<file path="src/cht_pkg.sv">
// ----------------------------------------------------------------------------
// cht_pkg: shared types and constants of the chained hash table
// Table geometry, node and request layouts, operation and status codes.
// ----------------------------------------------------------------------------
package cht_pkg;

    // Table geometry; BUCKETS is a power of two of at least two
    localparam int BUCKETS = 16;
    localparam int NODES   = 64;

    localparam int KEY_W  = 31;
    localparam int BKT_W  = $clog2(BUCKETS);
    localparam int NODE_W = $clog2(NODES);
    // A link also holds NODES, which marks the end of a chain
    localparam int LINK_W = $clog2(NODES + 1);

    localparam logic [LINK_W-1:0] LINK_END = LINK_W'(NODES);

    typedef enum logic {
        MODE_INSERT = 1'b0,
        MODE_SEARCH = 1'b1
    } t_mode;

    typedef enum logic [1:0] {
        ST_INSERTED  = 2'd0,
        ST_FOUND     = 2'd1,
        ST_NOT_FOUND = 2'd2,
        ST_FULL      = 2'd3
    } t_status;

    typedef enum logic [2:0] {
        S_IDLE,
        S_HEAD,
        S_WALK,
        S_LINK,
        S_DONE
    } t_state;

    // One pool node: its key and the link to the next node of the chain
    typedef struct packed {
        logic [KEY_W-1:0]  key;
        logic [LINK_W-1:0] next;
    } t_node;

    typedef struct packed {
        logic              rd_en;
        logic [NODE_W-1:0] rd_addr;
        logic              wr_en;
        logic [NODE_W-1:0] wr_addr;
        t_node             wr_data;
    } t_node_req;

    typedef struct packed {
        logic              rd_en;
        logic [BKT_W-1:0]  rd_addr;
        logic              wr_en;
        logic [BKT_W-1:0]  wr_addr;
        logic [NODE_W-1:0] wr_ptr;
    } t_head_req;

    typedef struct packed {
        logic              valid;
        logic [NODE_W-1:0] ptr;
    } t_head_rd;

endpackage

</file>
<file path="src/cht_req_if.sv">
// ----------------------------------------------------------------------------
// cht_req_if: request channel of the chained hash table
// Carries one operation item: insert or search, and the key.
// ----------------------------------------------------------------------------
interface cht_req_if
    import cht_pkg::*;
();
    logic             valid;
    logic             ready;
    logic             mode;
    logic [KEY_W-1:0] key;

    modport source (output valid, output mode, output key, input ready);
    modport sink   (input valid, input mode, input key, output ready);
endinterface

</file>
<file path="src/cht_rsp_if.sv">
// ----------------------------------------------------------------------------
// cht_rsp_if: response channel of the chained hash table
// Carries one result item: status code and the matched key.
// ----------------------------------------------------------------------------
interface cht_rsp_if
    import cht_pkg::*;
();
    logic             valid;
    logic             ready;
    logic [1:0]       status;
    logic [KEY_W-1:0] found_key;

    modport source (output valid, output status, output found_key, input ready);
    modport sink   (input valid, input status, input found_key, output ready);
endinterface

</file>
<file path="src/cht_head_mem.sv">
// ----------------------------------------------------------------------------
// cht_head_mem: bucket head table
// Head pointer memory with registered read, plus per-bucket valid flops.
// ----------------------------------------------------------------------------
module cht_head_mem
    import cht_pkg::*;
(
    input  logic      i_clk,
    input  logic      i_rst_n,
    input  t_head_req i_req,
    output t_head_rd  o_rd
);

    logic [NODE_W-1:0]  r_ptr_mem [BUCKETS];
    logic [BUCKETS-1:0] r_valid;
    t_head_rd           r_rd;

    // Write head pointers; no reset, a bucket is read only once valid
    always_ff @(posedge i_clk) begin
        if (i_req.wr_en) begin
            r_ptr_mem[i_req.wr_addr] <= i_req.wr_ptr;
        end
    end

    // Mark buckets occupied; reset empties every bucket
    always_ff @(posedge i_clk) begin
        if (!i_rst_n) begin
            r_valid <= '0;
        end else if (i_req.wr_en) begin
            r_valid[i_req.wr_addr] <= 1'b1;
        end
    end

    // Register the read of pointer and valid bit
    always_ff @(posedge i_clk) begin
        if (i_req.rd_en) begin
            r_rd.ptr   <= r_ptr_mem[i_req.rd_addr];
            r_rd.valid <= r_valid[i_req.rd_addr];
        end
    end

    assign o_rd = r_rd;

endmodule

</file>
<file path="src/cht_node_mem.sv">
// ----------------------------------------------------------------------------
// cht_node_mem: node pool memory
// One write port and one read port with registered read data.
// ----------------------------------------------------------------------------
module cht_node_mem
    import cht_pkg::*;
(
    input  logic      i_clk,
    input  t_node_req i_req,
    output t_node     o_rd
);

    t_node r_mem [NODES];
    t_node r_rd;

    // Write one node
    always_ff @(posedge i_clk) begin
        if (i_req.wr_en) begin
            r_mem[i_req.wr_addr] <= i_req.wr_data;
        end
    end

    // Register the read
    always_ff @(posedge i_clk) begin
        if (i_req.rd_en) begin
            r_rd <= r_mem[i_req.rd_addr];
        end
    end

    assign o_rd = r_rd;

endmodule

</file>
<file path="src/cht_ctrl.sv">
// ----------------------------------------------------------------------------
// cht_ctrl: operation sequencer of the chained hash table
// Reads the bucket head, walks the sorted chain one node per cycle,
// links new nodes from the pool and registers the result item.
// ----------------------------------------------------------------------------
module cht_ctrl
    import cht_pkg::*;
(
    input  logic       i_clk,
    input  logic       i_rst_n,
    cht_req_if.sink    i_req,
    cht_rsp_if.source  o_rsp,
    output t_head_req  o_head_req,
    input  t_head_rd   i_head_rd,
    output t_node_req  o_node_req,
    input  t_node      i_node_rd
);

    t_state            r_state,      n_state;
    t_mode             r_mode,       n_mode;
    logic [KEY_W-1:0]  r_key,        n_key;
    logic [LINK_W-1:0] r_cur,        n_cur;
    logic              r_first,      n_first;
    logic [NODE_W-1:0] r_prev,       n_prev;
    logic [KEY_W-1:0]  r_prev_key,   n_prev_key;
    logic [LINK_W-1:0] r_used,       n_used;
    t_status           r_res_status, n_res_status;
    logic [KEY_W-1:0]  r_res_key,    n_res_key;
    logic              r_out_valid,  n_out_valid;
    t_status           r_out_status, n_out_status;
    logic [KEY_W-1:0]  r_out_key,    n_out_key;

    logic              pool_full;
    logic [NODE_W-1:0] new_node;
    logic [NODE_W-1:0] last_node;
    logic [BKT_W-1:0]  bucket;

    assign pool_full = (r_used == LINK_END);
    assign new_node  = r_used[NODE_W-1:0];
    assign last_node = NODE_W'(r_used - 1'b1);
    // Bucket count is a power of two: the remainder is the low key bits
    assign bucket    = r_key[BKT_W-1:0];

    // State and control registers
    always_ff @(posedge i_clk) begin
        if (!i_rst_n) begin
            r_state     <= S_IDLE;
            r_used      <= '0;
            r_out_valid <= 1'b0;
        end else begin
            r_state     <= n_state;
            r_used      <= n_used;
            r_out_valid <= n_out_valid;
        end
    end

    // Payload registers
    always_ff @(posedge i_clk) begin
        r_mode       <= n_mode;
        r_key        <= n_key;
        r_cur        <= n_cur;
        r_first      <= n_first;
        r_prev       <= n_prev;
        r_prev_key   <= n_prev_key;
        r_res_status <= n_res_status;
        r_res_key    <= n_res_key;
        r_out_status <= n_out_status;
        r_out_key    <= n_out_key;
    end

    // Next state, memory requests and result
    always_comb begin
        n_state      = r_state;
        n_mode       = r_mode;
        n_key        = r_key;
        n_cur        = r_cur;
        n_first      = r_first;
        n_prev       = r_prev;
        n_prev_key   = r_prev_key;
        n_used       = r_used;
        n_res_status = r_res_status;
        n_res_key    = r_res_key;
        n_out_valid  = r_out_valid;
        n_out_status = r_out_status;
        n_out_key    = r_out_key;
        o_head_req   = '0;
        o_node_req   = '0;
        i_req.ready  = (r_state == S_IDLE);

        // Drop the output item once taken
        if (r_out_valid && o_rsp.ready) begin
            n_out_valid = 1'b0;
        end

        case (r_state)
            S_IDLE: begin
                // Take an item and fetch its bucket head
                if (i_req.valid) begin
                    n_mode             = t_mode'(i_req.mode);
                    n_key              = i_req.key;
                    o_head_req.rd_en   = 1'b1;
                    o_head_req.rd_addr = i_req.key[BKT_W-1:0];
                    n_state            = S_HEAD;
                end
            end

            S_HEAD: begin
                n_res_key = '0;
                if (r_mode == MODE_INSERT && pool_full) begin
                    n_res_status = ST_FULL;
                    n_state      = S_DONE;
                end else if (!i_head_rd.valid) begin
                    if (r_mode == MODE_INSERT) begin
                        // Empty bucket: the new node becomes the whole chain
                        o_node_req.wr_en   = 1'b1;
                        o_node_req.wr_addr = new_node;
                        o_node_req.wr_data = '{key: r_key, next: LINK_END};
                        o_head_req.wr_en   = 1'b1;
                        o_head_req.wr_addr = bucket;
                        o_head_req.wr_ptr  = new_node;
                        n_used             = r_used + 1'b1;
                        n_res_status       = ST_INSERTED;
                    end else begin
                        n_res_status = ST_NOT_FOUND;
                    end
                    n_state = S_DONE;
                end else begin
                    // Fetch the chain head node
                    o_node_req.rd_en   = 1'b1;
                    o_node_req.rd_addr = i_head_rd.ptr;
                    n_cur              = LINK_W'(i_head_rd.ptr);
                    n_first            = 1'b1;
                    n_state            = S_WALK;
                end
            end

            S_WALK: begin
                n_res_key = '0;
                if (r_mode == MODE_SEARCH) begin
                    if (i_node_rd.key == r_key) begin
                        n_res_status = ST_FOUND;
                        n_res_key    = r_key;
                        n_state      = S_DONE;
                    end else if (i_node_rd.next == LINK_END) begin
                        n_res_status = ST_NOT_FOUND;
                        n_state      = S_DONE;
                    end else begin
                        o_node_req.rd_en   = 1'b1;
                        o_node_req.rd_addr = i_node_rd.next[NODE_W-1:0];
                        n_cur              = i_node_rd.next;
                    end
                end else if (i_node_rd.key >= r_key) begin
                    // New node goes before the current node
                    o_node_req.wr_en   = 1'b1;
                    o_node_req.wr_addr = new_node;
                    o_node_req.wr_data = '{key: r_key, next: r_cur};
                    n_used             = r_used + 1'b1;
                    n_res_status       = ST_INSERTED;
                    if (r_first) begin
                        o_head_req.wr_en   = 1'b1;
                        o_head_req.wr_addr = bucket;
                        o_head_req.wr_ptr  = new_node;
                        n_state            = S_DONE;
                    end else begin
                        n_state = S_LINK;
                    end
                end else begin
                    // Current node is smaller: it becomes the predecessor
                    n_prev     = r_cur[NODE_W-1:0];
                    n_prev_key = i_node_rd.key;
                    n_first    = 1'b0;
                    if (i_node_rd.next == LINK_END) begin
                        // Append at the tail
                        o_node_req.wr_en   = 1'b1;
                        o_node_req.wr_addr = new_node;
                        o_node_req.wr_data = '{key: r_key, next: LINK_END};
                        n_used             = r_used + 1'b1;
                        n_res_status       = ST_INSERTED;
                        n_state            = S_LINK;
                    end else begin
                        o_node_req.rd_en   = 1'b1;
                        o_node_req.rd_addr = i_node_rd.next[NODE_W-1:0];
                        n_cur              = i_node_rd.next;
                    end
                end
            end

            S_LINK: begin
                // Point the predecessor at the new node
                o_node_req.wr_en   = 1'b1;
                o_node_req.wr_addr = r_prev;
                o_node_req.wr_data = '{key: r_prev_key, next: LINK_W'(last_node)};
                n_state            = S_DONE;
            end

            S_DONE: begin
                // Hold the result until the output register is free
                if (!r_out_valid || o_rsp.ready) begin
                    n_out_valid  = 1'b1;
                    n_out_status = r_res_status;
                    n_out_key    = r_res_key;
                    n_state      = S_IDLE;
                end
            end

            default: begin
                n_state = S_IDLE;
            end
        endcase
    end

    assign o_rsp.valid     = r_out_valid;
    assign o_rsp.status    = r_out_status;
    assign o_rsp.found_key = r_out_key;

    // The pool count never passes the pool size
    a_used_bound: assert property (@(posedge i_clk) disable iff (!i_rst_n)
        r_used <= LINK_END)
        else $error("node pool count beyond pool size");

    // The pool count grows by at most one node per cycle
    a_used_step: assert property (@(posedge i_clk) disable iff (!i_rst_n)
        (r_used == $past(r_used)) || (r_used == $past(r_used) + 1'b1))
        else $error("node pool count jumped");

    // A predecessor relink, mid-chain or at the tail, only follows a strictly smaller predecessor
    a_link_order: assert property (@(posedge i_clk) disable iff (!i_rst_n)
        (r_state == S_LINK) |-> (r_prev_key < r_key))
        else $error("chain order broken at link");

    // Table full is reported only with the pool exhausted
    a_full_status: assert property (@(posedge i_clk) disable iff (!i_rst_n)
        (r_state == S_DONE && r_res_status == ST_FULL) |-> pool_full)
        else $error("table full reported with free nodes");

endmodule

</file>
<file path="src/chained_hash_table_sorted.sv">
// Sequence: accept, head read, a walk of one chain node per cycle when the bucket
//   is not empty, a relink of the predecessor when one is needed, and the output load.
// One item at a time; the next item is taken the cycle after the result is
//   loaded, and loading waits while the output register still holds a reply.
// Reset (synchronous, active low): all buckets empty, pool count zero; no
//   clearing pass, an item may be taken in the first cycle after reset.
// ----------------------------------------------------------------------------
// chained_hash_table_sorted: hash table with sorted separate chaining
// Insert and search over a fixed node pool held in on-chip memories.
// ----------------------------------------------------------------------------
module chained_hash_table_sorted
    import cht_pkg::*;
(
    input  logic      i_clk,
    input  logic      i_rst_n,
    cht_req_if.sink   i_req,
    cht_rsp_if.source o_rsp
);

    t_head_req head_req;
    t_head_rd  head_rd;
    t_node_req node_req;
    t_node     node_rd;

    // Sequencer
    cht_ctrl u_ctrl (
        .i_clk      (i_clk),
        .i_rst_n    (i_rst_n),
        .i_req      (i_req),
        .o_rsp      (o_rsp),
        .o_head_req (head_req),
        .i_head_rd  (head_rd),
        .o_node_req (node_req),
        .i_node_rd  (node_rd)
    );

    // Bucket heads
    cht_head_mem u_head_mem (
        .i_clk   (i_clk),
        .i_rst_n (i_rst_n),
        .i_req   (head_req),
        .o_rd    (head_rd)
    );

    // Node pool
    cht_node_mem u_node_mem (
        .i_clk (i_clk),
        .i_req (node_req),
        .o_rd  (node_rd)
    );

endmodule

</file>
<file path="src/flat_wrapper.sv">
// flat-port wrapper written by rule: the top's interface ports become plain ports
module chained_hash_table_sorted_flat import cht_pkg::*;
  (i_clk, i_rst_n, i_req_valid, i_req_mode, i_req_key, i_req_ready, o_rsp_valid, o_rsp_status, o_rsp_found_key, o_rsp_ready);
  cht_req_if i_req_i ();
  cht_rsp_if o_rsp_i ();
  input  logic i_clk;
  input  logic i_rst_n;
  input wire logic [$bits(i_req_i.valid)-1:0] i_req_valid;
  input wire logic [$bits(i_req_i.mode)-1:0] i_req_mode;
  input wire logic [$bits(i_req_i.key)-1:0] i_req_key;
  output wire logic [$bits(i_req_i.ready)-1:0] i_req_ready;
  output wire logic [$bits(o_rsp_i.valid)-1:0] o_rsp_valid;
  output wire logic [$bits(o_rsp_i.status)-1:0] o_rsp_status;
  output wire logic [$bits(o_rsp_i.found_key)-1:0] o_rsp_found_key;
  input wire logic [$bits(o_rsp_i.ready)-1:0] o_rsp_ready;
  assign i_req_i.valid = i_req_valid;
  assign i_req_i.mode = i_req_mode;
  assign i_req_i.key = i_req_key;
  assign i_req_ready = i_req_i.ready;
  assign o_rsp_valid = o_rsp_i.valid;
  assign o_rsp_status = o_rsp_i.status;
  assign o_rsp_found_key = o_rsp_i.found_key;
  assign o_rsp_i.ready = o_rsp_ready;
  chained_hash_table_sorted u_core (.i_clk(i_clk), .i_rst_n(i_rst_n), .i_req(i_req_i), .o_rsp(o_rsp_i));
endmodule
</file>
<file path="config.mk">
export PLATFORM = sky130hd
export DESIGN_NAME = chained_hash_table_sorted_flat
export DESIGN_NICKNAME = d
export VERILOG_FILES = /design/src/cht_pkg.sv /design/src/cht_req_if.sv /design/src/cht_rsp_if.sv /design/src/cht_head_mem.sv /design/src/cht_node_mem.sv /design/src/cht_ctrl.sv /design/src/chained_hash_table_sorted.sv /design/src/flat_wrapper.sv
export SDC_FILE = /design/constraint.sdc
export NUM_CORES = 2
export LEC_CHECK = 0
export BUFFER_PORTS_ARGS = -buffer_cell sky130_fd_sc_hd__buf_2
export CORE_ASPECT_RATIO = 0.5
export CORE_MARGIN = 5
export CORE_UTILIZATION = 39
export DETAILED_ROUTE_END_ITERATION = 7
export SLEW_MARGIN = 20
export SYNTH_ARGS = -nofsm -noshare
export SYNTH_HDL_FRONTEND = slang
export SYNTH_SLANG_ARGS = --single-unit
</file>
<file path="constraint.sdc">
create_clock -name i_clk -period 11.4 [get_ports i_clk]
set_input_delay 0.57 -clock i_clk [delete_from_list [all_inputs] [get_ports i_clk]]
set_output_delay 0.57 -clock i_clk [all_outputs]
set_load 0.02 [all_outputs]
</file>
==> results.yml <==
clock_network:
  cts_tree: "done"
  hold_buffers: 30
  clock_latency_ps: 900
  cts_setup_buffers: 0
  htreeDepth: 5
  cts-root-buf: "clkbuf_16"
  cts_inserted_buffers: 278
  clk_pin_slew_worst_paths_ps: 60
  post_cts_resized: 0
  cts_buffer_depth: 4
  cts_num_sinks: 2743
global_route:
  busiest_layer: "met1"
  use_met2: 0.292
  globalRouteOverflowTotal: 0
  first_global_vias: 53900
  grt_max_degree: 134
  grt_pass1_wl_mm: 408
  grt_use_met1: 0.308
  met3_usage: 0.0476
  grt_use_total: 0.202
  antenna_found_initial: 11
routing:
  wl_mm: 291
  post-route-drc-count: 0
  via_count: 56900
  drtPass1Iterations: 6
  postRouteAntennaNets: 0
  wl_per_cell_um: 29.7
  drt_iter0_drc: 7018
  viasPerCell: 5.81
critical_path:
  path_common_cell: "buf_12"
  path_delay_family: "compound AO/OA/AOI/OAI gates"
  required_ps: 11820
  rrSetupSlack_ps: 3700
  reg2reg_to: "u_core.u_node_mem.o_rd[12]"
  worstReg2RegStart: "u_core.u_node_mem.o_rd[33]"
  critPathKind: "reg -> reg"
  crit_fanout: 133
  critPathBufInv: 4
  slowest_stage: "o41ai_1"
  crit_path_cell_trace: "ha_1, nand4_1, nor4_2, inv_1, nor3_2, a211oi_2, a22oi_2, buf_12, buf_12, buf_4, mux2i_1, o22ai_1, o41ai_1, o2111ai_1"
  end_kind: "flip-flop"
  startpoint_type: "flip-flop"
  arrival_ps: 8120
  max_stage_delay_ps: 1080
  rr_worst_depth: 14
worst_hold_path:
  min_path_type: "in -> reg"
  holdCritStartpoint: "o_rsp_ready"
  min_to: "u_core.u_ctrl.r_state[2]"
  holdPathStages: 4
synthesis:
  syn-cell-area_um2: 105000
  synth_seq_area_share: 0.782
  synth.avg_cell_area_um2: 18.3
  synthFlopType: "edfxtp_1"
  synth_most_common_cell: "edfxtp_1"
  post-synth-top-area-cell: "edfxtp_1"
  yosys_warnings: 0
  ys_types: 60
  synth.net_count: 5794
  netlist_top_cells_area: "edfxtp_1 (78%), mux2i_1 (11%), o22ai_1 (3.6%)"
  synth-async-reset-ratio: 0
  synth-seq-cells: 2743
  synth_common_cells: "edfxtp_1 (2716), mux2i_1 (1205), o22ai_1 (608), buf_2 (161), nand2_1 (145)"
  yosysTopAreaCellShare: 0.777
  syn_inst: 5725
  synth_edf_count: 2716
timing:
  period_share: 0.675
  hold_violations: 0
  fmax_mhz: 130
  skew_ps: 45.2
  period_minus_slack_ps: 7700
  worst_slew_pin_slew_ps: 1210
  fin_setup_tns_ps: 0
  relSlewSlack: 0.184
  setup_viol: 0
  report.final.slew_viol_count: 0
  rsz0062_at_grt: "no"
placement:
  gp_congestion: 0.820
  place_hpwl_mm: 154
  io_buffers: 70
floorplanning:
  die_y_um: 377
  rows: 134
  dieArea_um2: 280000
  core-area_um2: 267000
  start_util: 0.393
  pin_count: 71
  die_w_um: 744
power_and_ir_drop:
  p_per_area_nw_per_um2: 179
  p_leak_nw: 45.8
  vdd_drop_max_v: 0.000162
final_layout:
  finalNetCount: 6064
  fin_util: 0.450
  area_growth_pct: 14.5
  drive_above_1_share: 0.141
status:
  outcome: "complete, no violations"
flow_run:
  maxCapViolations: 0
==> worst register-to-register path, stage by stage (launching register included) <==
cell,delay (ps)
edfxtp_1,600
ha_1,420
nand4_1,160
nor4_2,360
inv_1,120
nor3_2,370
a211oi_2,280
a22oi_2,480
buf_12,420
buf_12,770
buf_4,1060
mux2i_1,280
o22ai_1,120
o41ai_1,1080
o2111ai_1,710
==> sequential cells by signal (all words and copies together) (netlist names), 3 cells and up <==
| register | flops |
|---|---|
| u_core.u_ctrl.r_key | 31 |
| u_core.u_ctrl.r_cur | 7 |
| u_core.u_ctrl.r_prev_key | 31 |
| u_core.u_head_mem.r_valid | 16 |
| u_core.u_node_mem.r_mem | 2432 |
| u_core.u_ctrl.r_res_key | 31 |
| u_core.u_ctrl.r_used | 7 |
| u_core.u_head_mem.r_ptr_mem | 96 |
| u_core.u_node_mem.o_rd | 38 |
| u_core.u_head_mem.o_rd | 7 |
| u_core.u_ctrl.o_rsp.found_key | 31 |
| u_core.u_ctrl.r_state | 3 |
| u_core.u_ctrl.r_prev | 6 |
==> worst max-delay path by stage <==
stage	startpoint	to	slack, ps	cells past startpoint
2_1_floorplan	u_core.u_node_mem.o_rd[37]	u_core.u_node_mem.r_mem[0][6]	4960	10
3_3_place_gp	u_core.u_node_mem.o_rd[33]	u_core.u_node_mem.o_rd[10]	3790	14
3_5_place_dp	u_core.u_node_mem.o_rd[33]	u_core.u_node_mem.o_rd[12]	3950	14
4_1_cts	u_core.u_node_mem.o_rd[33]	u_core.u_node_mem.o_rd[12]	3940	14
5_1_grt	u_core.u_node_mem.o_rd[33]	u_core.u_node_mem.o_rd[12]	3600	14
6_report	u_core.u_node_mem.o_rd[33]	u_core.u_node_mem.o_rd[12]	3700	14
==> power breakdown <==
| part | internal [mW] | leakage (nW) | switching, mW |
|---|---|---|---|
| registers | 11.2 | 25.5 | 0.0761 |
| clock network | 4.79 | 3.99 | 3.66 |
| logic | 0.550 | 16.3 | 1.20 |
==> routing by layer <==
metal	vias up	wire length (um)
li1	23800	-
met1	29800	130000
met2	2785	124000
met3	452	30900
met4	8	6360
met5	-	46
==> area by class of cell <==
cell class / instances / area, um2
Inverter: 45 / 170
Clock inverter: 110 / 709
Fill cell: 22600 / 147000
Timing Repair Buffer: 319 / 2450
Clock buffer: 352 / 7470
Tap cell: 3604 / 4510
Sequential cell: 2743 / 82100
Multi-Input combinational cell: 2608 / 22800
Antenna cell: 3 / 7.51
==> logic make-up (layout without fill, tap and decap cells) <==
kind of cell,after synthesis,in the layout,share of synthesized area
compound gates,923,923,0.0587
fa+ha+maj,33,33,0.00393
simple gates,409,409,0.0184
flops,2743,2743,0.782
other cells,0,3,0
xor+xnor,9,9,0.000751
mux,1234,1234,0.120
buf+inv,374,826,0.0158
==> placed cells by master, fill, tap and decap left out, types with 31 or more instances in the layout <==
| master | n |
|---|---|
| o41ai_1 | 60 |
| nor4_2 | 32 |
| buf_2 | 74 |
| a21oi_1 | 37 |
| o22ai_1 | 600 |
| mux2i_1 | 1205 |
| and3_1 | 33 |
| inv_1 | 44 |
| o41ai_2 | 52 |
| nand2_1 | 142 |
| nor2_1 | 39 |
| clkinv_2 | 31 |
| ha_1 | 33 |
| clkbuf_16 | 289 |
| edfxtp_1 | 2716 |
| nor2_4 | 65 |
| clkbuf_1 | 63 |
| o2111ai_1 | 37 |
| clkinv_1 | 61 |
| buf_4 | 202 |
==> through the flow <==
step | worst slack (ps) | power [mW] | instance area [um2] | hold slack [ps] | std cells
finish | 3700 | 21.5 | 120000 | 153 | 9784
global route | 3600 | 22.1 | 120000 | 122 | 9781
CTS | 3940 | 21.6 | 120000 | 89.9 | 9780
detailed placement | 3950 | 13.2 | 112000 | 405 | 9288
global placement | 3790 | 13.2 | 111000 | 403 | 9270
floorplan | 4960 | 12.5 | 105000 | 400 | 5725
Power figures use the tool's default switching activity.
